===== src/rtl/cmbs_pkg.sv =====
// Package for the cube map bilinear sampler: sizes, codes and shared types.
// Used by every module of the block but cmbs_ram; depends on nothing.
`default_nettype none

package cmbs_pkg;

    localparam int FACE_RES_MAX = 64;
    localparam int CHANNEL_BITS = 16;
    localparam int NUM_CHANNELS = 4;
    localparam int TEXEL_BITS = CHANNEL_BITS * NUM_CHANNELS;
    localparam int NUM_FACES = 6;
    localparam int FACE_BITS = 3;
    localparam int WCOORD_BITS = 6;
    localparam int COORD_BITS = $clog2(FACE_RES_MAX);
    localparam int HALF_BITS = COORD_BITS - 1;
    localparam int RES_BITS = 7;
    localparam int NUM_BANKS = 4;
    localparam int NUM_TAPS = 4;
    localparam int BANK_DEPTH = NUM_FACES * (FACE_RES_MAX / 2) * (FACE_RES_MAX / 2);
    localparam int BANK_ADDR_BITS = FACE_BITS + 2 * HALF_BITS;

    localparam int FRAC_BITS = 16;
    localparam int DIR_BITS = 16;
    localparam int ST_BITS = FRAC_BITS + 1;
    localparam int QUO_BITS = ST_BITS;
    localparam int DIV_STEP = 3;
    localparam int DIV_STAGES = (QUO_BITS + DIV_STEP - 1) / DIV_STEP;
    localparam int WEIGHT_BITS = 2 * ST_BITS - 1;
    localparam int POS_BITS = FRAC_BITS + COORD_BITS + 2;
    localparam int PROD_BITS = CHANNEL_BITS + 2 * FRAC_BITS;

    localparam logic OP_WRITE = 1'b0;
    localparam logic OP_SAMPLE = 1'b1;

    localparam logic [FACE_BITS-1:0] FACE_POS_X = 3'd0;
    localparam logic [FACE_BITS-1:0] FACE_NEG_X = 3'd1;
    localparam logic [FACE_BITS-1:0] FACE_POS_Y = 3'd2;
    localparam logic [FACE_BITS-1:0] FACE_NEG_Y = 3'd3;
    localparam logic [FACE_BITS-1:0] FACE_POS_Z = 3'd4;
    localparam logic [FACE_BITS-1:0] FACE_NEG_Z = 3'd5;

    typedef struct packed {
        logic                   valid;
        logic                   sample;
        logic [FACE_BITS-1:0]   face;
        logic [WCOORD_BITS-1:0] wr_x;
        logic [WCOORD_BITS-1:0] wr_y;
        logic [TEXEL_BITS-1:0]  texel;
    } cmbs_side_t;

    typedef struct packed {
        logic                 valid;
        logic [FACE_BITS-1:0] face;
        logic [ST_BITS-1:0]   s;
        logic [ST_BITS-1:0]   t;
    } cmbs_res_t;

endpackage

`default_nettype wire


===== src/rtl/cmbs_divider.sv =====
// Pipelined restoring divider for the s and t face coordinates, DIV_STEP
// quotient bits per stage, carrying the transaction alongside. Depends on cmbs_pkg.
`default_nettype none

module cmbs_divider import cmbs_pkg::*; (
    input  wire logic                clk,
    input  wire logic                rst_n,
    input  wire logic                adv,
    input  cmbs_side_t               side_in,
    input  wire logic [ST_BITS-1:0]  num_s,
    input  wire logic [ST_BITS-1:0]  num_t,
    input  wire logic [DIR_BITS-1:0] mag,
    output cmbs_side_t               side_out,
    output logic      [ST_BITS-1:0]  coord_s,
    output logic      [ST_BITS-1:0]  coord_t
);

    typedef struct packed {
        logic [ST_BITS-1:0]  rem;
        logic [ST_BITS-1:0]  bits;
        logic [QUO_BITS-1:0] quo;
    } div_lane_t;

    function automatic div_lane_t div_steps(input div_lane_t x, input logic [ST_BITS-1:0] d,
                                            input int base);
        div_lane_t         y;
        logic [ST_BITS:0]  tr;
        y = x;
        for (int i = 0; i < DIV_STEP; i++)
        begin
            if (base + i < QUO_BITS)
            begin
                tr = {y.rem, y.bits[ST_BITS-1]};
                y.bits = {y.bits[ST_BITS-2:0], 1'b0};
                if (tr >= {1'b0, d})
                begin
                    tr = tr - {1'b0, d};
                    y.quo = {y.quo[QUO_BITS-2:0], 1'b1};
                end
                else
                begin
                    y.quo = {y.quo[QUO_BITS-2:0], 1'b0};
                end
                y.rem = tr[ST_BITS-1:0];
            end
        end
        return y;
    endfunction

    div_lane_t          s_src [DIV_STAGES];
    div_lane_t          t_src [DIV_STAGES];
    logic [ST_BITS-1:0] d_src [DIV_STAGES];
    cmbs_side_t         side_src [DIV_STAGES];
    div_lane_t          s_next [DIV_STAGES];
    div_lane_t          t_next [DIV_STAGES];
    div_lane_t          s_reg [DIV_STAGES];
    div_lane_t          t_reg [DIV_STAGES];
    logic [ST_BITS-1:0] d_reg [DIV_STAGES];
    cmbs_side_t         side_reg [DIV_STAGES];

    always_comb
    begin
        s_src[0]    = {1'b0, num_s[ST_BITS-1:1], num_s[0], mag, {QUO_BITS{1'b0}}};
        t_src[0]    = {1'b0, num_t[ST_BITS-1:1], num_t[0], mag, {QUO_BITS{1'b0}}};
        d_src[0]    = {mag, 1'b0};
        side_src[0] = side_in;
        for (int k = 1; k < DIV_STAGES; k++)
        begin
            s_src[k]    = s_reg[k-1];
            t_src[k]    = t_reg[k-1];
            d_src[k]    = d_reg[k-1];
            side_src[k] = side_reg[k-1];
        end
        for (int k = 0; k < DIV_STAGES; k++)
        begin
            s_next[k] = div_steps(s_src[k], d_src[k], k * DIV_STEP);
            t_next[k] = div_steps(t_src[k], d_src[k], k * DIV_STEP);
        end
    end

    always_ff @(posedge clk or negedge rst_n)
    begin
        if (!rst_n)
        begin
            for (int k = 0; k < DIV_STAGES; k++)
            begin
                s_reg[k]    <= '0;
                t_reg[k]    <= '0;
                d_reg[k]    <= '0;
                side_reg[k] <= '0;
            end
        end
        else if (adv)
        begin
            for (int k = 0; k < DIV_STAGES; k++)
            begin
                s_reg[k]    <= s_next[k];
                t_reg[k]    <= t_next[k];
                d_reg[k]    <= d_src[k];
                side_reg[k] <= side_src[k];
            end
        end
    end

    assign side_out = side_reg[DIV_STAGES-1];
    assign coord_s  = s_reg[DIV_STAGES-1].quo;
    assign coord_t  = t_reg[DIV_STAGES-1].quo;

endmodule

`default_nettype wire


===== config.mk =====
export PLATFORM = sky130hd
export DESIGN_NAME = cmbs_divider
export DESIGN_NICKNAME = d
export VERILOG_FILES = /design/src/rtl/cmbs_pkg.sv /design/src/rtl/cmbs_divider.sv
export SDC_FILE = /design/constraint.sdc
export NUM_CORES = 2
export LEC_CHECK = 0
export ABC_AREA = 0
export BUFFER_PORTS_ARGS = -buffer_cell sky130_fd_sc_hd__buf_4
export CAP_MARGIN = 20
export CORE_ASPECT_RATIO = 0.7
export CORE_UTILIZATION = 50
export CTS_BUF_LIST = sky130_fd_sc_hd__clkbuf_16
export DETAILED_ROUTE_END_ITERATION = 8
export MAX_ROUTING_LAYER = met4
export PLACE_DENSITY = 0.79
export SETUP_SLACK_MARGIN = 0.3
export SYNTH_ARGS = -nofsm -noshare
export SYNTH_HDL_FRONTEND = slang
export SYNTH_SLANG_ARGS = --single-unit
export TNS_END_PERCENT = 1

===== constraint.sdc =====
create_clock -name clk -period 8.1 [get_ports clk]
set_clock_uncertainty 0.2 [all_clocks]
set_input_delay 0.405 -clock clk [delete_from_list [all_inputs] [get_ports clk]]
set_output_delay 0.405 -clock clk [all_outputs]
set_load 0.02 [all_outputs]

; Word-level counts from Yosys, hierarchy flattened
; Index checks and enable logic that the tools add are counted.
[word_totals]
out_inout_bits = 115
ff_bits = 900
inputBits = 134
word_cells = 200
[classes]
magnitude_cmp = 34
addsub = 32
n_mux = 66
[op_table]
columns = cell, count
row1 = 18-bit by 17-bit >= comparator with 1-bit output, 32
row2 = 17-bit two-way mux, 32
row3 = 17-bit subtractor, 32
row4 = 17-bit >= comparator, 2
row5 = 1-bit two-way mux, 34

; Logic depth before layout (Yosys ltp)
[depth]
depth_word = 6
ltp_mapped = 38
depth_no_buf = 34

; Worst setup path after synthesis
; OpenSTA, ideal clock, no wires.
[synth_timing]
path_kind = reg2reg
from = register d_reg[87] (netlist name)
to = register t_reg[248] (netlist name)
path_stages_with_launch = 37
path_slack_ns = -0.259
required_ns = 7.763
setup_ns = 0.137
n_path_buf = 5
period_less_slack_ns = 8.359
arrival_ns = 8.022
cell_sequence = dfrtp_1 > inv_1 > ha_1 > nor2b_1 > o31a_1 > o41a_1 > o41ai_2 > a22oi_1 > buf_2 > buf_1 > mux2_2 > inv_1 > ha_1 > nor2b_1 > o31ai_1 > a21oi_1 > a21o_1 > a311o_1 > a31oi_1 > nor2b_1 > nor2_2 > buf_4 > mux2i_1 > ha_1 > nor2b_1 > o21a_1 > o21ai_0 > a211oi_1 > o31a_1 > o21ai_0 > nand2b_1 > a221o_1 > a221oi_2 > buf_4 > buf_6 > mux2i_1 > a21oi_1
[synth_between]
elab_chain_len = 6
elab_cells_between_ends = 9
classes_between = add/sub: 3 / order compare: 3 / mux: 3
[synth_lines]
columns = item, line
row1 = from (decl), cmbs_divider.sv:58  ; logic [ST_BITS-1:0] d_reg [DIV_STAGES];
row2 = "from (signal, indexed assignment)", cmbs_divider.sv:99  ; d_reg[k] <= d_src[k];
row3 = 17-bit subtractor or 18-bit by 17-bit >= comparator with 1-bit output (tied branches), "cmbs_divider.sv:37, cmbs_divider.sv:35"
row4 = 17-bit two-way mux, cmbs_divider.sv:35  ; if (tr >= {1'b0, d})
row5 = 17-bit subtractor or 18-bit by 17-bit >= comparator with 1-bit output (tied branches), "cmbs_divider.sv:37, cmbs_divider.sv:35"
row6 = 17-bit two-way mux, cmbs_divider.sv:35
row7 = 17-bit subtractor or 18-bit by 17-bit >= comparator with 1-bit output (tied branches), "cmbs_divider.sv:37, cmbs_divider.sv:35"
row8 = 17-bit two-way mux (*), cmbs_divider.sv:35
row9 = "to (signal, indexed assignment)", cmbs_divider.sv:98  ; t_reg[k] <= t_next[k];
row10 = to (decl), cmbs_divider.sv:57  ; div_lane_t t_reg [DIV_STAGES];
; Every way passes the cells marked *; elsewhere a longest branch is shown, timed or not.
; A chain may end at the register's enable or synchronous reset.

==> flow_metrics.tcl <==
set metrics [dict create \
    hold_depth 5 \
    r2r-end "t_reg[137]$_DFFE_PN0P_" \
    crit_start "s_reg[187]$_DFFE_PN0P_" \
    worst_slew_margin_rel 0.270 \
    min_period_over_period 0.967 \
    clkTransAtPathRegs_ps 80 \
    synth_edf_count 0 \
    netlist_area_sq_um 60400 \
    largest_reg_flops 405 \
    required_ps 8440 \
    synth_ff_type "dfrtp_1" \
    maxSlewViolCount 0 \
    cts_buffers 82 \
    gp_congestion 1.02 \
    areaGrowthSynthToFinish_pct 16.9 \
    setup_slack_ps 269 \
    reg2reg_depth 35 \
    totalWireLength_microns 170000 \
    ant_nets 0 \
    worst_pin_slew_ps 1100 \
    synth_seq_cells 850 \
    cp-end-kind "flop" \
    synth.distinct_cells 97 \
    cp_max_fo 17 \
    hold_viol 0 \
    root_buffer "clkbuf_16" \
    cp.arrival_ps 8170 \
    avgSynthCellArea_sq_um 9.90 \
    routed_via_density 5.91 \
    grt_pass1_wl_microns 264000 \
    tritoncts "built" \
    fin_nets 7324 \
    cts_htree_levels 3 \
    place_area_sq_um 65600 \
    whs_endpoint "s_reg[291]$_DFFE_PN0P_" \
    firstDrtPassIters 6 \
    cp_slowest_cell "fa_1" \
    final_area_sq_um 70600 \
    dp_hpwl_microns 126000 \
    hold_class "input port to flop" \
    period_minus_slack_ps 7830 \
    clock_latency_ps 710 \
    synthArstFlopShare 1.00 \
    critical_path_class "flop to flop" \
    worst_setup_path_start_kind "flop" \
    worst-path-buf-inv 6 \
    synth_nets 6790 \
    grt_max_degree 206 \
    core_sq_um 119000 \
    finalSetupViolCount 0 \
    ys_seq_area_frac 0.352 \
    netlist_instances 6094 \
    drt_iter0_drc 4340 \
    track_usage 0.278 \
    grt_pass1_vias 47187 \
    r2r_start "s_reg[187]$_DFFE_PN0P_" \
    max_freq_mhz 128 \
    antenna_found_initial 5 \
    start_util 0.505 \
    r2r_slack_ps 270 \
    ys_warn_count 0 \
    num_rows 106 \
    dieArea_sq_um 122000 \
    drive_gt1_frac 0.257 \
    die_h_microns 293 \
    max-cap-violations 0 \
    io_buffers 248 \
    min-delay-start "num_s[0]" \
    die_w_microns 417 \
    cp_top_family "compound AO/OA/AOI/OAI gates" \
    grt_overflow 0 \
    holdWs_ps 54.9 \
    pre_cts_ws_ps -59.2 \
    vias 49122 \
    clock-sinks 850 \
    routedWlPerCell_microns 20.5 \
    io_pins 249 \
    outcome "finished clean" \
    drc 0 \
    clockBufferDepth 3 \
    rsz0062_at_grt "true" \
    cp_slowest_stage_delay_ps 430 \
]
area by class of cell:
class | instances | area (sq um)
fillers | 9630 | 48900
multi-input cells | 4709 | 37400
flip-flops and latches | 850 | 21300
repair buffers | 755 | 6270
clock buffers | 82 | 2050
well taps | 1620 | 2030
inverters | 230 | 916
clock inverters | 59 | 611
diodes | 3 | 7.51
layout by cell type, fill, tap and decap left out, drive strengths merged, types with 21 or more instances in the layout:
master	n
o21ai	339
inv	235
or3	28
a21o	186
a21oi	514
clkinv	32
buf	653
nand2	353
o31ai	28
fa	32
nand2b	51
o21a	75
mux2i	178
xor2	122
dlygate4sd3	98
a211oi	51
o211ai	21
nor2b	90
o21bai	52
and3	23
nand3	81
ha	530
a31oi	43
clkbuf	86
nand4	68
nor2	463
nor4	25
xnor2	259
dfrtp	850
nor3	93
mux2	748
tightest hold or removal path, cell delays in order:
cell and delay, ps:
buf_4 140, nor2_1 140, a21oi_2 70, nand2_1 70, o221ai_1 90
Yosys cell counts, drive strengths merged, types with 23 or more instances:
library cell | number | area share
nand3 | 81 | 0.0067
or3 | 28 | 0.0029
mux2 | 748 | 0.14
nand4 | 68 | 0.0070
and3 | 23 | 0.0024
nand2 | 353 | 0.022
o21ai | 339 | 0.028
o31ai | 28 | 0.0036
clkbuf | 144 | 0.0090
inv | 230 | 0.014
buf | 164 | 0.019
ha | 530 | 0.11
o21a | 74 | 0.0092
dfrtp | 850 | 0.35
mux2i | 178 | 0.030
a21o | 186 | 0.023
a31oi | 43 | 0.0047
o21bai | 52 | 0.0065
nor3 | 93 | 0.0078
xor2 | 122 | 0.018
xnor2 | 259 | 0.038
a21oi | 514 | 0.043
nand2b | 51 | 0.0053
nor2b | 90 | 0.0093
nor4 | 25 | 0.0028
a211oi | 51 | 0.0068
nor2 | 463 | 0.029
fa | 32 | 0.011
how the worst max path moves through the flow:
stage                        endpoint  depth (start not counted)
2_1_floorplan  t_reg[249]$_DFFE_PN0P_                         36
3_3_place_gp   t_reg[151]$_DFFE_PN0P_                         36
3_5_place_dp   s_reg[239]$_DFFE_PN0P_                         36
4_1_cts         s_reg[91]$_DFFE_PN0P_                         37
5_1_grt         s_reg[91]$_DFFE_PN0P_                         36
6_report       t_reg[137]$_DFFE_PN0P_                         35
cells by family after synthesis:
| logic type | Yosys count | synth area share |
|---|---|---|
| xor gates and xnor gates | 381 | 0.0553 |
| and+or+nand+nor | 1352 | 0.105 |
| AOI/OAI and AO/OA | 1485 | 0.155 |
| muxes | 926 | 0.169 |
| buffers and inverters | 538 | 0.0422 |
| DFF | 850 | 0.352 |
| adders and majority gates | 562 | 0.120 |
layer usage:
layer | part of all wire | up-vias | global-route usage
li1 | - | 23107 | -
met5 | 0 | - | -
met3 | 0.082 | 266 | 0.0567
met2 | 0.43 | 1695 | 0.403
met4 | 0.025 | 0 | 0.0690
met1 | 0.46 | 24054 | 0.396
stage by stage:
stage | utilization | TNS (ps) | cells
2_1_floorplan | - | 0 | 6094
3_3_place_gp | 0.549 | 0 | 8003
3_5_place_dp | 0.549 | -378 | 8003
4_1_cts | 0.581 | 0 | 8248
5_1_grt | 0.591 | 0 | 8308
6_report | 0.591 | 0 | 8308
timing repair:
| item | in CTS | in global routing |
|---|---|---|
| endpoints found under the hold margin | 201 | 0 |
| hold buffers | 98 | 0 |
| setup endpoints to repair | 123 | 170 |
| buffers inserted | 5 | 51 |
| cloned | 1 | 6 |
| pin swaps | 6 | 41 |
| gates resized for setup | 30 | 155 |
Power is not shown: default switching activity piles up to over one toggle a cycle in this logic, so the estimate is an artifact.
