--- src/rtl/cmbs_pkg.sv ---
// Package for the cube map bilinear sampler: sizes, codes and shared types.
// Used by every module of the block but cmbs_ram; depends on nothing.
`default_nettype none

package cmbs_pkg;

    localparam int FACE_RES_MAX = 64;
    localparam int CHANNEL_BITS = 16;
    localparam int NUM_CHANNELS = 4;
    localparam int TEXEL_BITS = CHANNEL_BITS * NUM_CHANNELS;
    localparam int NUM_FACES = 6;
    localparam int FACE_BITS = 3;
    localparam int WCOORD_BITS = 6;
    localparam int COORD_BITS = $clog2(FACE_RES_MAX);
    localparam int HALF_BITS = COORD_BITS - 1;
    localparam int RES_BITS = 7;
    localparam int NUM_BANKS = 4;
    localparam int NUM_TAPS = 4;
    localparam int BANK_DEPTH = NUM_FACES * (FACE_RES_MAX / 2) * (FACE_RES_MAX / 2);
    localparam int BANK_ADDR_BITS = FACE_BITS + 2 * HALF_BITS;

    localparam int FRAC_BITS = 16;
    localparam int DIR_BITS = 16;
    localparam int ST_BITS = FRAC_BITS + 1;
    localparam int QUO_BITS = ST_BITS;
    localparam int DIV_STEP = 3;
    localparam int DIV_STAGES = (QUO_BITS + DIV_STEP - 1) / DIV_STEP;
    localparam int WEIGHT_BITS = 2 * ST_BITS - 1;
    localparam int POS_BITS = FRAC_BITS + COORD_BITS + 2;
    localparam int PROD_BITS = CHANNEL_BITS + 2 * FRAC_BITS;

    localparam logic OP_WRITE = 1'b0;
    localparam logic OP_SAMPLE = 1'b1;

    localparam logic [FACE_BITS-1:0] FACE_POS_X = 3'd0;
    localparam logic [FACE_BITS-1:0] FACE_NEG_X = 3'd1;
    localparam logic [FACE_BITS-1:0] FACE_POS_Y = 3'd2;
    localparam logic [FACE_BITS-1:0] FACE_NEG_Y = 3'd3;
    localparam logic [FACE_BITS-1:0] FACE_POS_Z = 3'd4;
    localparam logic [FACE_BITS-1:0] FACE_NEG_Z = 3'd5;

    typedef struct packed {
        logic                   valid;
        logic                   sample;
        logic [FACE_BITS-1:0]   face;
        logic [WCOORD_BITS-1:0] wr_x;
        logic [WCOORD_BITS-1:0] wr_y;
        logic [TEXEL_BITS-1:0]  texel;
    } cmbs_side_t;

    typedef struct packed {
        logic                 valid;
        logic [FACE_BITS-1:0] face;
        logic [ST_BITS-1:0]   s;
        logic [ST_BITS-1:0]   t;
    } cmbs_res_t;

endpackage

`default_nettype wire

--- src/rtl/cmbs_dir_sel.sv ---
// Input stage: registers a transaction and selects the cube face and the
// numerators for the face coordinate division. Depends on cmbs_pkg.
`default_nettype none

module cmbs_dir_sel import cmbs_pkg::*; (
    input  wire logic                   clk,
    input  wire logic                   rst_n,
    input  wire logic                   adv,
    input  wire logic                   in_valid,
    input  wire logic                   opcode,
    input  wire logic [DIR_BITS-1:0]    dir_x,
    input  wire logic [DIR_BITS-1:0]    dir_y,
    input  wire logic [DIR_BITS-1:0]    dir_z,
    input  wire logic [FACE_BITS-1:0]   write_face,
    input  wire logic [WCOORD_BITS-1:0] write_x,
    input  wire logic [WCOORD_BITS-1:0] write_y,
    input  wire logic [TEXEL_BITS-1:0]  texel,
    output cmbs_side_t                  side,
    output logic      [ST_BITS-1:0]     num_s,
    output logic      [ST_BITS-1:0]     num_t,
    output logic      [DIR_BITS-1:0]    mag
);

    logic signed [ST_BITS-1:0] ex, ey, ez, ax, ay, az, sc, tc, mg;
    logic        [FACE_BITS-1:0] hf;
    logic        [DIR_BITS-1:0] ma_c;
    logic signed [ST_BITS:0]   sum_s, sum_t;
    cmbs_side_t                side_next, side_reg;
    logic        [ST_BITS-1:0] num_s_reg, num_t_reg;
    logic        [DIR_BITS-1:0] mag_reg;

    always_comb
    begin
        ex = ST_BITS'($signed(dir_x));
        ey = ST_BITS'($signed(dir_y));
        ez = ST_BITS'($signed(dir_z));
        ax = dir_x[DIR_BITS-1] ? -ex : ex;
        ay = dir_y[DIR_BITS-1] ? -ey : ey;
        az = dir_z[DIR_BITS-1] ? -ez : ez;
        if (ax >= ay && ax >= az)
        begin
            mg = ax;
            tc = -ey;
            if (!dir_x[DIR_BITS-1])
            begin
                hf = FACE_POS_X;
                sc = -ez;
            end
            else
            begin
                hf = FACE_NEG_X;
                sc = ez;
            end
        end
        else if (ay >= az)
        begin
            mg = ay;
            sc = ex;
            if (!dir_y[DIR_BITS-1])
            begin
                hf = FACE_POS_Y;
                tc = ez;
            end
            else
            begin
                hf = FACE_NEG_Y;
                tc = -ez;
            end
        end
        else
        begin
            mg = az;
            tc = -ey;
            if (!dir_z[DIR_BITS-1])
            begin
                hf = FACE_POS_Z;
                sc = ex;
            end
            else
            begin
                hf = FACE_NEG_Z;
                sc = -ex;
            end
        end
        ma_c = (mg == '0) ? DIR_BITS'(1) : mg[DIR_BITS-1:0];
        sum_s = (ST_BITS+1)'(sc) + $signed({2'b00, ma_c});
        sum_t = (ST_BITS+1)'(tc) + $signed({2'b00, ma_c});

        side_next.valid  = in_valid;
        side_next.sample = (opcode == OP_SAMPLE);
        side_next.face   = (opcode == OP_SAMPLE) ? hf : write_face;
        side_next.wr_x   = write_x;
        side_next.wr_y   = write_y;
        side_next.texel  = texel;
    end

    always_ff @(posedge clk or negedge rst_n)
    begin
        if (!rst_n)
        begin
            side_reg  <= '0;
            num_s_reg <= '0;
            num_t_reg <= '0;
            mag_reg   <= '0;
        end
        else if (adv)
        begin
            side_reg  <= side_next;
            num_s_reg <= sum_s[ST_BITS-1:0];
            num_t_reg <= sum_t[ST_BITS-1:0];
            mag_reg   <= ma_c;
        end
    end

    assign side  = side_reg;
    assign num_s = num_s_reg;
    assign num_t = num_t_reg;
    assign mag   = mag_reg;

endmodule

`default_nettype wire

--- config.mk ---
export PLATFORM = sky130hd
export DESIGN_NAME = cmbs_dir_sel
export DESIGN_NICKNAME = d
export VERILOG_FILES = /design/src/rtl/cmbs_pkg.sv /design/src/rtl/cmbs_dir_sel.sv
export SDC_FILE = /design/constraint.sdc
export NUM_CORES = 1
export LEC_CHECK = 0
export BUFFER_PORTS_ARGS = -buffer_cell sky130_fd_sc_hd__buf_2
export CORE_MARGIN = 2
export CORE_UTILIZATION = 45
export DETAILED_ROUTE_END_ITERATION = 12
export PLACE_DENSITY = 0.75
export SYNTH_ARGS = -nofsm -noshare
export SYNTH_HDL_FRONTEND = slang
export SYNTH_SLANG_ARGS = --single-unit
--- constraint.sdc ---
create_clock -name clk -period 1.32 [get_ports clk]
set_input_delay 0 -clock clk [delete_from_list [all_inputs] [get_ports clk]]
set_output_delay 0 -clock clk [all_outputs]
set_load 0.02 [all_outputs]
# Yosys cells after proc, flatten, opt, wreduce, memory -nomap -nowiden
# Index checks and enable logic that the tools add are counted.
totals:
  ff_bits: 131
  latch_bits: 0
  mem_bits_rw: 0
  mem_bits_ro: 0
  in_bits: 132
  mem_count: 0
op_classes:
  addsub: 5
  multipliers: 0
  n_div: 0
  magnitude_cmp: 3
  n_eq_ne: 0
  shift: 0
  muxes: 19
  bitwise_logic: 0
  reduce_logical: 2
op_table:
  columns: ["operator", "n"]
  rows:
  - ["$mux W17", 12]
  - ["$ge A17 B17 Y1", 3]
  - ["$neg A16 Y17", 3]
  - ["$add A17 B17 Y17", 2]
  - ["$logic_not A17 Y1", 1]
  - ["$mux W16", 1]
  - ["$mux W3", 3]
  - ["$mux W1", 3]
  - ["$logic_and A1 B1 Y1", 1]

# Depth between registers and ports, before layout
# Gate-level depths: netlist (run 1).
logic_depth:
  word_depth: 8
  mapped_depth: 37
  ltp_nobuf: 33

# Worst setup path after synthesis (run 1)
# Ideal clock, no wire load.
synth_path:
  kind: "in2reg"
  from: "input dir_y[0]"
  to: "register num_t_reg[15], in the netlist num_t[15]"
  arrival_time_ns: 6.570
  slack_ns: -5.374
  path_stages: 31
  path_buffers: 3
  cell_sequence: "inv_1 -> ha_1 -> or3b_1 -> clkbuf_1 -> or4_1 -> or3_1 -> nand2_1 -> xor2_1 -> inv_1 -> ha_1 -> a2111o_1 -> o31ai_2 -> nand2b_1 -> o22a_1 -> buf_4 -> buf_6 -> a21oi_1 -> mux2i_1 -> inv_1 -> ha_1 -> a21o_1 -> a21o_1 -> a21o_1 -> a21o_1 -> a21oi_1 -> o21ai_0 -> o41a_1 -> a211o_1 -> a21oi_1 -> xnor2_1 -> mux2_2"
synth_between:
  elab_chain_len: 8
  elab_cells_between_ends: 12
  cone_classes: "add/sub: 2; order compare: 2; mux: 6; reduce/logical: 2"
synth_lines:
  columns: ["element", "line_no", "text"]
  rows:
  - ["from (decl)", "cmbs_dir_sel.sv:12", "input wire logic [DIR_BITS-1:0] dir_y,"]
  - ["$neg A16 Y17", "cmbs_dir_sel.sv:38", "ay = dir_y[DIR_BITS-1] ? -ey : ey;"]
  - ["$mux W17 (*)", "cmbs_dir_sel.sv:38", null]
  - ["$ge A17 B17 Y1, on equally long branches", "cmbs_dir_sel.sv:55, cmbs_dir_sel.sv:40", null]
  - ["$mux W17 / $logic_and A1 B1 Y1 (equally long branches)", "cmbs_dir_sel.sv:55, cmbs_dir_sel.sv:40", null]
  - ["$mux W17 (*)", "cmbs_dir_sel.sv:40", "if (ax >= ay && ax >= az)"]
  - ["$logic_not A17 Y1", "cmbs_dir_sel.sv:85", "ma_c = (mg == '0) ? DIR_BITS'(1) : mg[DIR_BITS-1:0];"]
  - ["$mux W16 (*)", "cmbs_dir_sel.sv:85", null]
  - ["named net ma_c[1]", "cmbs_dir_sel.sv:26", "logic [DIR_BITS-1:0] ma_c;"]
  - ["$add A17 B17 Y17 (*)", "cmbs_dir_sel.sv:87", "sum_t = (ST_BITS+1)'(tc) + $signed({2'b00, ma_c});"]
  - ["to (signal assigned)", "cmbs_dir_sel.sv:110", "num_t_reg <= sum_t[ST_BITS-1:0];"]
  - ["to (decl)", "cmbs_dir_sel.sv:29", "logic [ST_BITS-1:0] num_s_reg, num_t_reg;"]
# Mark *: on every way through the listed nets, which the timed path passes. The rest lies on a longest branch.
# A chain may end at the register's enable or synchronous reset.

# Worst setup path in the final report (run 1)
layout_path:
  from: "input dir_y[0]"
  to: "register num_t_reg[15], in the netlist num_t[15]"
layout_between:
  elab_chain_len: 8
  elab_cells_between_ends: 12
  cone_classes: "add/sub: 2; order compare: 2; mux: 6; reduce/logical: 2"
layout_lines:
  columns: ["element", "line_no"]
  rows:
  - ["$neg A16 Y17", "cmbs_dir_sel.sv:38, cmbs_dir_sel.sv:43, cmbs_dir_sel.sv:73"]
  - ["$mux W17", "cmbs_dir_sel.sv:38"]
  - ["$ge A17 B17 Y1, on equally long branches", "cmbs_dir_sel.sv:55, cmbs_dir_sel.sv:40"]
  - ["$mux W17 / $logic_and A1 B1 Y1 (equally long branches)", "cmbs_dir_sel.sv:55, cmbs_dir_sel.sv:40"]
  - ["$mux W17", "cmbs_dir_sel.sv:40"]
  - ["$logic_not A17 Y1", "cmbs_dir_sel.sv:85"]
  - ["$mux W16", "cmbs_dir_sel.sv:85"]
  - ["$add A17 B17 Y17 (*)", "cmbs_dir_sel.sv:87"]
# Every way passes the cells marked *; elsewhere a longest branch is shown, timed or not.

==> metrics, run 1 <==
outcome finished with violations; failing checks setup timing; Worst Setup End Kind flip-flop; slowest library cell on the worst path xnor2_1; power per cell area 1740 nW/um^2; hold depth 2; max_cap viols 0; synth unique cells 77; DP Worst Slack -5.08 ns; Area contributors post-synth dfrtp_1 32%, mux2_2 12%, ha_1 9.3%; Area Growth Syn to Fin 71.9%; crit-path max cell delay 0.73 ns; Num CTS Buffers 17; DIE WIDTH 156 um; area of the multi-input gates 7870 um^2; Final Util 78.8%; final hold vios 0; FF+latch count, synth 131; adder and majority gate portion of the synthesized area 9.95%; setup slack, reg-to-reg 0.12 ns; launching point of the worst reg2reg path num_s[16]$_DFFE_PN0P_; CTS HTree Levels 4; Synth async-reset ratio 100%; I/O pin total 263; top_reg_cell synth dfrtp_1; most frequent cell on the critical path a21o_1; CTS tree done; Ys Warns 0; initial antenna violation count 2; share of power burned in registers 18.4%; Synth Area in XOR/XNOR 10.7%; met2 usage 63.7%; layout cells sized above 1 55.6%; post-synth top area share 31.6%; Comb pwr share 66.1%; GP Congestion 1.01; Worst Hold Class primary input to flip-flop; DR vias 12700; HPWL Detailed 32300 um; largest net degree at the start of global routing 66; Clock power frac 15.5%; simple-gate portion of the synthesized area 13.9%; Global Route Usage Sum 38.9%; clock root buffer clkbuf_16; PnR Total Power 31.1 mW; post-route ant nets 0; GRT busiest layer met2; Mapped Area 10400 um^2; setup TNS -192.25 ns; drt total wl 52700 um; fmax 0.159 GHz; register area 3280 um^2; post-route minimum period 6.28 ns; worst-skew pair later-pin latency 0.42 ns; # rows 55; number of synthesized flops with an enable pin 0; Int Power 17.9 mW; Avg Inst Size Synth 9.50 um^2; M3 GR Usage 9.81%; post-synthesis mux area share 16.0%; DRC viols 0; Startpoint Class primary input; VDD IR-drop max 0.971 mV; DRT Pass-1 Iters 6; largest family of logic cells by synthesized area multiplexers; Hold Startpoint adv; GR Layer Usage met1 45.9%; initial drt markers 1579; Final Max Slew Viols 0; routed vias/inst 6.05; Critical Setup Path Class primary input to flip-flop; Worst-Margin Slew 0.930 ns; first-pass GRT wire length 71300 um; post-synthesis compound-gate area fraction 13.8%; Synthesized Nets 1304; Fillers 1307; RSZ-0062 raised after global routing true; reg-to-reg endpoint num_s[16]$_DFFE_PN0P_; die height 156 um; Slew Limit Headroom 37.5%; core area 22600 um^2; vias in the first global route 12300; setup ws final -4.96 ns; Synth area leader dfrtp_1; Sw Share 42.4%; Req. time, crit path 1.62 ns; Static Leak 8.58 nW; Hold Crit Endpoint num_s[14]$_DFFE_PN0P_; initial core utilization 45.9%; clock transition at the registers of the reported paths 0.06 ns; Setup violations, final 53; cells after synthesis 1093; R2R depth 2; hold_ws 0.0182 ns; Overflow after GRT 0; Seq/Total Area, Yosys 31.6%; die footprint 24300 um^2; sw power 13.2 mW; IO buf count 262; routed length per instance 25.1 um; max reg flops 81; final period utilization 476%; CTS max path bufs 2; clk_skew 0 ns; clk sink count 131; Final #Nets 2008; Worst Path Max Fanout 3; Worst EP arrival 6.58 ns
## cell usage in the layout, fill, tap and decap left out, types with 24 or more instances in the layout
cell type	instances
buf_2	254
dlygate4sd3_1	82
dfrtp_1	131
ha_1	55
buf_6	55
buf_4	337
nand2_1	60
inv_1	24
xor2_1	50
mux2_4	37
mux2_2	83
a21oi_1	36
nor2_1	85
xnor2_1	54
## cell type report
cell class	instances	area share (%)
Inverter	39	0.974
Clock buffer	18	2.46
Sequential cell	131	18.4
Timing Repair Buffer	745	31.2
Clock inverter	13	0.855
Tap cell	285	2.00
Multi-Input combinational cell	863	44.1
Antenna cell	3	0.0421
## repair_timing
item	CTS	global route
setup buffers	54	33
hold endpoints to repair	212	0
pin swaps	97	74
hold buffers	83	0
cloned	0	1
endpoints found under the setup margin	53	54
resized for setup	198	90
## cells in the mapped netlist (all sizes together), types with 7 or more instances
| library cell | count |
|---|---|
| o31ai | 10 |
| and3 | 8 |
| nand3 | 10 |
| or4 | 8 |
| o21a | 9 |
| xor2 | 56 |
| a21oi | 63 |
| nor2b | 8 |
| nand2 | 70 |
| mux2i | 27 |
| o21ai | 49 |
| buf | 16 |
| o211ai | 9 |
| o41ai | 8 |
| or3 | 16 |
| dfrtp | 131 |
| nor4 | 7 |
| nor3 | 27 |
| or2 | 9 |
| inv | 39 |
| mux2 | 120 |
| nand2b | 19 |
| clkbuf | 44 |
| ha | 77 |
| nor2 | 104 |
| xnor2 | 68 |
| a21o | 15 |
## routing by layer
layer	part of all wire (%)	wire length (um)
met2	45	23800
met1	35	18600
met5	0	0
met3	11	5580
met4	9.0	4740
## power groups by stage
stage	Combinational, mW	Clock, mW	Sequential, mW
3_5_place_dp	14.4	0	5.56
5_1_grt	21.2	5.04	5.75
4_1_cts	17.3	4.75	5.53
2_1_floorplan	7.22	0	6.66
3_3_place_gp	14.1	0	5.52
6_report	20.6	4.83	5.71
## worst max-delay path: cells and delay by family
| family | cells | cell delay [ns] |
|---|---|---|
| XOR/XNOR | 2 | 0.83 |
| multiplexers | 2 | 0.61 |
| AND/OR/NAND/NOR | 1 | 0.14 |
| buffers and inverters | 6 | 0.77 |
| AO/OA/AOI/OAI | 15 | 3.44 |
| adder cells (fa/ha/maj) | 3 | 0.79 |
## how the worst max path moves through the flow
stage / from / to / slack [ns] / cells after the start
2_1_floorplan: dir_z[1] / num_t[15]$_DFFE_PN0P_ / -4.81 / 35
3_3_place_gp: dir_y[0] / num_t[15]$_DFFE_PN0P_ / -5.06 / 30
3_5_place_dp: dir_y[0] / num_s[16]$_DFFE_PN0P_ / -5.08 / 29
4_1_cts: dir_y[0] / num_s[16]$_DFFE_PN0P_ / -4.43 / 32
5_1_grt: dir_z[0] / num_t[15]$_DFFE_PN0P_ / -4.92 / 33
6_report: dir_y[0] / num_t[15]$_DFFE_PN0P_ / -4.96 / 29
## per-stage QoR
stage / instance area, um^2 / cells
after floorplan: 10700 / 1093
after global placement: 14700 / 1919
after detailed placement: 14700 / 1919
after CTS: 17200 / 2067
after global routing: 17800 / 2095
final: 17800 / 2097
## logic make-up after synthesis
kind of cell               after synthesis
xor gates and xnor gates               125
adders and majority gates               82
muxes                                  147
DFF                                    131
and+or+nand+nor                        300
AOI/OAI and AO/OA                      209
buffers and inverters                   99
Note: power is estimated with default switching activity, not from simulation.
==> run 2, diff against run 1 <==
==> constraint.sdc (replaced) <==
create_clock -name clk -period 1.32 [get_ports clk]
set_input_delay 0.066 -clock clk [delete_from_list [all_inputs] [get_ports clk]]
set_output_delay 0.066 -clock clk [all_outputs]
set_load 0.02 [all_outputs]
==> metrics, run 2 (synthesized netlist as in run 1, its figures left out) <==
Worst EP arrival 6.27 ns (was 6.58 ns); Sw Share 42.4% (about the same); Worst Hold Class primary input to flip-flop (unchanged); area of the multi-input gates 7760 um^2 (was 7870 um^2); outcome finished with violations (unchanged); Finished Layout Cells 2081 (was 2097); core area 22600 um^2 (unchanged); Comb pwr share 64.4% (was 66.1%); leading cell type in the layout, fill and taps excluded buf_4 (unchanged); Static Leak 8.49 nW (was 8.58 nW); Num CTS Buffers 17 (unchanged); failing checks setup timing (unchanged); CTS HTree Levels 4 (unchanged); launching point of the worst reg2reg path num_s[16]$_DFFE_PN0P_ (unchanged); GP Congestion 1.03 (was 1.01); routed length per instance 24.4 um (was 25.1 um); Req. time, crit path 1.64 ns (was 1.62 ns); Worst Path Max Fanout 5 (was 3); CTS max path bufs 2 (unchanged); Startpoint Class primary input (unchanged); final hold vios 0 (unchanged); DIE WIDTH 156 um (unchanged); fmax 0.168 GHz (was 0.159 GHz); setup ws final -4.63 ns (was -4.96 ns); Final Util 77.5% (was 78.8%); DRT Pass-1 Iters 6 (unchanged); Final #Nets 1989 (was 2008); max_cap viols 0 (unchanged); largest net degree at the start of global routing 50 (was 66); initial core utilization 45.9% (unchanged); max reg flops 81 (unchanged); post-placement cell count 1921 (was 1919); # rows 55 (unchanged); post-route minimum period 5.95 ns (was 6.28 ns); post-route ant nets 0 (unchanged); Final Max Slew Viols 0 (unchanged); Int Power 17.3 mW (was 17.9 mW); Clock power frac 16.6% (was 15.5%); IO buf count 262 (unchanged); final period utilization 450% (was 476%); Area Growth Syn to Fin 69.0% (was 71.9%); initial drt markers 1218 (was 1579); Slew Limit Headroom 51.8% (was 37.5%); clock root buffer clkbuf_16 (unchanged); die height 156 um (unchanged); sw power 12.7 mW (was 13.2 mW); most frequent cell on the critical path buf_6 (was a21o_1); CP Launch Point dir_y[0] (unchanged); RSZ-0062 raised after global routing true (unchanged); routed vias/inst 5.85 (was 6.05); DR vias 12200 (was 12700); PnR Total Power 30.0 mW (was 31.1 mW); Worst Setup End Kind flip-flop (unchanged); CTS tree done (unchanged); slowest library cell on the worst path a2111o_1 (was xnor2_1); register area 3280 um^2 (unchanged); DRC viols 0 (unchanged); I/O pin total 263 (unchanged); vias in the first global route 12100 (was 12300); initial antenna violation count 5 (was 2); Setup violations, final 53 (unchanged); Worst-Margin Slew 0.717 ns (was 0.930 ns); first-pass GRT wire length 70100 um (was 71300 um); commonest cells after routing, fill and taps aside 333 x buf_4, 256 x buf_2, 131 x dfrtp_1 (was 337 x buf_4, 254 x buf_2, 131 x dfrtp_1); Overflow after GRT 0 (unchanged); die footprint 24300 um^2 (unchanged); layout cells sized above 1 54.3% (was 55.6%); power per cell area 1710 nW/um^2 (was 1740 nW/um^2); clock transition at the registers of the reported paths 0.07 ns (was 0.06 ns); clk_skew 0 ns (unchanged); share of power burned in registers 19.0% (was 18.4%); Hold Startpoint adv (unchanged); setup TNS -180.77 ns (was -192.25 ns); Critical Setup Path Class primary input to flip-flop (unchanged); Global Route Usage Sum 38.6% (was 38.9%); VDD IR-drop max 1.04 mV (was 0.971 mV); crit-path max cell delay 0.50 ns (was 0.73 ns); HPWL Detailed 32600 um (was 32300 um); worst-skew pair later-pin latency 0.43 ns (was 0.42 ns); Fillers 1387 (was 1307); clk sink count 131 (unchanged); drt total wl 50800 um (was 52700 um)
==> run 2: repair_timing <==
item | in CTS | in global routing
buffers inserted | 34 | 21
pin swaps | 72 | 34
cloned | 1 | 0
resized for setup | 161 | 84
endpoints found under the setup margin | 53 | 53
hold endpoints to repair | 211 | 0
hold buffers | 81 | 0
==> run 2: worst paths after layout <==
kind                       slack [ns]  cells after the start                    end
max reg2reg                      0.20                      2  num_s[16]$_DFFE_PN0P_
min in group asynchronous        0.15                      2   side[67]$_DFFE_PN0P_
min reg2reg                      0.48                      1   num_s[4]$_DFFE_PN0P_
max in group asynchronous        0.61                      3    side[3]$_DFFE_PN0P_
max                             -4.63                     32  num_s[16]$_DFFE_PN0P_
min                              0.04                      2  num_s[13]$_DFFE_PN0P_
==> run 2: metal layers <==
layer | vias to the layer above | wire length, um | global-route usage [%]
met5 | - | 0 | 0
met4 | 0 | 4030 | 23.0
met3 | 262 | 4620 | 7.97
met2 | 782 | 23400 | 63.8
met1 | 5850 | 18700 | 46.5
li1 | 5270 | - | -
==> run 2: critical path: cells and delay by family <==
kind | cells | cell delay, ns
muxes | 1 | 0.25
AOI/OAI and AO/OA | 13 | 2.47
xor gates and xnor gates | 2 | 0.30
adders and majority gates | 3 | 0.62
buffers and inverters | 6 | 0.66
and+or+nand+nor | 7 | 1.90
==> run 2: power by group through the flow <==
stage / combinational, mW / sequential [mW] / clock, mW
2_1_floorplan: 7.22 / 6.66 / 0
3_3_place_gp: 14.1 / 5.51 / 0
3_5_place_dp: 14.4 / 5.56 / 0
4_1_cts: 16.6 / 5.53 / 4.84
5_1_grt: 20.1 / 5.75 / 5.15
6_report: 19.3 / 5.70 / 4.99
==> run 2: metrics by stage <==
step / hold WS [ns] / instance area, um^2 / setup slack, ns
after floorplan: -0.230 / 10700 / -4.88
after global placement: 0.0328 / 14700 / -4.98
after detailed placement: 0.0451 / 14700 / -5.14
after CTS: 0.0188 / 17000 / -4.40
after global routing: 0.0546 / 17500 / -4.79
final: 0.0446 / 17500 / -4.63
==> run 2: final cells by class <==
type                            count  area share (%)
Sequential cell                   131            18.7
Timing Repair Buffer              726            30.6
Clock inverter                     13           0.841
Antenna cell                        5          0.0713
Clock buffer                       19            2.52
Tap cell                          285            2.03
Inverter                           39            1.03
Multi-Input combinational cell    863            44.2
==> run 3, diff against run 2 <==
--- a/config.mk
+++ b/config.mk
@@ -9,7 +9,7 @@
 export CORE_MARGIN = 2
 export CORE_UTILIZATION = 45
 export DETAILED_ROUTE_END_ITERATION = 12
-export PLACE_DENSITY = 0.75
+export PLACE_DENSITY_LB_ADDON = 0.2
 export SYNTH_ARGS = -nofsm -noshare
 export SYNTH_HDL_FRONTEND = slang
 export SYNTH_SLANG_ARGS = --single-unit
==> metrics, run 3 (synthesized netlist as in run 1, its figures left out) <==
outcome finished with violations (unchanged); failing checks hold timing, setup timing (was setup timing); fmax 0.163 GHz (was 0.168 GHz); Num CTS Buffers 17 (unchanged); drt total wl 44300 um (was 50800 um); core area 22600 um^2 (unchanged); GP Congestion 0.966 (was 1.03); initial drt markers 967 (was 1218); RSZ-0062 raised after global routing true (unchanged); Worst Path Max Fanout 3 (was 5); DP Worst Slack -5.28 ns (was -5.14 ns); die footprint 24300 um^2 (unchanged); post-route minimum period 6.13 ns (was 5.95 ns); CTS max path bufs 2 (unchanged); worst-skew pair later-pin latency 0.41 ns (was 0.43 ns); I/O pin total 263 (unchanged); VDD IR-drop max 1.32 mV (was 1.04 mV); DR vias 11700 (was 12200); clk sink count 131 (unchanged); PnR Total Power 29.1 mW (was 30.0 mW); Static Leak 8.50 nW (was 8.49 nW); IO buf count 262 (unchanged); largest net degree at the start of global routing 49 (was 50); Worst Setup End Kind flip-flop (unchanged); reg-to-reg endpoint num_s[16]$_DFFE_PN0P_ (unchanged); leading cell type in the layout, fill and taps excluded buf_4 (unchanged); Final Max Slew Viols 0 (unchanged); launching point of the worst reg2reg path num_s[16]$_DFFE_PN0P_ (unchanged); power per cell area 1650 nW/um^2 (was 1710 nW/um^2); R2R depth 2 (unchanged); Finished Layout Cells 2088 (was 2081); initial core utilization 45.9% (unchanged); DP Area 14600 um^2 (was 14700 um^2); clock transition at the registers of the reported paths 0.07 ns (about the same); post-placement cell count 1917 (was 1921); Overflow after GRT 0 (unchanged); final period utilization 464% (was 450%); die height 156 um (unchanged); Final Util 77.9% (was 77.5%); Worst Hold Class primary input to flip-flop (unchanged); layout cells sized above 1 54.9% (was 54.3%); register area 3280 um^2 (unchanged); Setup violations, final 53 (unchanged); Worst EP arrival 6.42 ns (was 6.27 ns); Fillers 1411 (was 1387); first-pass GRT wire length 63400 um (was 70100 um); Worst-Margin Slew 0.513 ns (was 0.717 ns); CTS HTree Levels 4 (unchanged); post-route ant nets 0 (unchanged); DIE WIDTH 156 um (unchanged); clk_skew 0 ns (unchanged); most frequent cell on the critical path buf_6 (unchanged); # rows 55 (unchanged); initial antenna violation count 1 (was 5); setup ws final -4.81 ns (was -4.63 ns); vias in the first global route 11700 (was 12100); DRC viols 0 (unchanged); slowest library cell on the worst path or3_4 (was a2111o_1); Startpoint Class primary input (unchanged); commonest cells after routing, fill and taps aside 338 x buf_4, 254 x buf_2, 131 x dfrtp_1 (was 333 x buf_4, 256 x buf_2, 131 x dfrtp_1); Design Area, Final 17600 um^2 (was 17500 um^2); Final #Nets 2000 (was 1989); CTS tree done (unchanged); Req. time, crit path 1.61 ns (was 1.64 ns); clock root buffer clkbuf_16 (unchanged); routed length per instance 21.2 um (was 24.4 um); setup slack, reg-to-reg 0.21 ns (was 0.20 ns); max reg flops 81 (unchanged); HPWL Detailed 30400 um (was 32600 um); DRT Pass-1 Iters 6 (unchanged); Area Growth Syn to Fin 69.9% (was 69.0%); final hold vios 1 (was 0); CP Launch Point dir_y[1] (was dir_y[0]); crit-path max cell delay 0.44 ns (was 0.50 ns); hold_ws -0.00909 ns (was 0.0446 ns); Critical Setup Path Class primary input to flip-flop (unchanged); max_cap viols 0 (unchanged); Slew Limit Headroom 65.4% (was 51.8%); Global Route Usage Sum 34.0% (was 38.6%); routed vias/inst 5.60 (was 5.85); area of the multi-input gates 7770 um^2 (was 7760 um^2); worst setup path end num_s[16]$_DFFE_PN0P_ (unchanged)
[run 3: changes by cell type in the layout (fill, tap and decap cells not counted), sizes merged]
cell         change
dlygate4sd3      -1
clkbuf           +1
clkinv           -2
buf             +11
diode            -4
bufinv           -1
clkinvlp         +2
inv              +1
[run 3: how the worst min path moves through the flow]
stage               cells after the start  slack [ns]          start                    to
floorplan                               0       -0.23          rst_n    mag[0]$_DFFE_PN0P_
global placement                        1      -0.006          rst_n   mag[12]$_DFFE_PN0P_
detailed placement                      1      -0.008          rst_n  side[61]$_DFFE_PN0P_
CTS                                     3       0.001  write_face[2]  side[78]$_DFFE_PN0P_
global route                            3       0.003  write_face[2]  side[78]$_DFFE_PN0P_
finish                                  3      -0.009  write_face[2]  side[78]$_DFFE_PN0P_
[run 3: layer usage]
metal  vias up  part of all wire, %  routed length [um]  global-route usage, %
met5         -                    0                   0                      0
met4         0                  4.3                1930                   14.8
met3       133                  8.1                3590                   6.28
met2       591                   49               21600                   57.9
met1      5673                   39               17100                   42.0
li1       5298                    -                   -                      -
[run 3: repair_timing]
| action | 4_1_cts | 5_1_grt |
|---|---|---|
| buffers inserted | 37 | 35 |
| gates resized for setup | 115 | 155 |
| setup endpoints to repair | 53 | 53 |
| pin swaps | 52 | 85 |
| hold buffers | 80 | 0 |
| gates cloned | 2 | 1 |
| hold endpoints to repair | 210 | 0 |
[run 3: worst max-delay path, delay by kind of cell]
kind                     cells  cell delay [ns]
AO/OA/AOI/OAI               12             2.47
adder cells (fa/ha/maj)      4             0.87
buffers and inverters        8             0.80
XOR/XNOR                     1             0.16
AND/OR/NAND/NOR              8             2.03
[run 3: through the flow]
stage | setup TNS, ns | hold slack, ns
floorplan | -186.52 | -0.230
global placement | -207.75 | -0.00625
detailed placement | -214.66 | -0.00825
CTS | -186.74 | 0.00113
global route | -196.63 | 0.00311
finish | -188.42 | -0.00909
[run 3: where the power goes]
group / internal [mW] / switching (mW) / leakage, nW
clock network: 2.63 / 1.91 / 0.267
registers: 4.98 / 0.570 / 1.53
logic: 9.69 / 9.33 / 6.71
total: 17.3 / 11.8 / 8.50
[run 3: area by class of cell]
cell class,count,area share (%)
Antenna cell,1,0.0142
Inverter,39,1.00
Tap cell,285,2.02
Sequential cell,131,18.6
Multi-Input combinational cell,863,44.1
Timing Repair Buffer,737,31.1
Clock inverter,13,0.717
Clock buffer,19,2.45
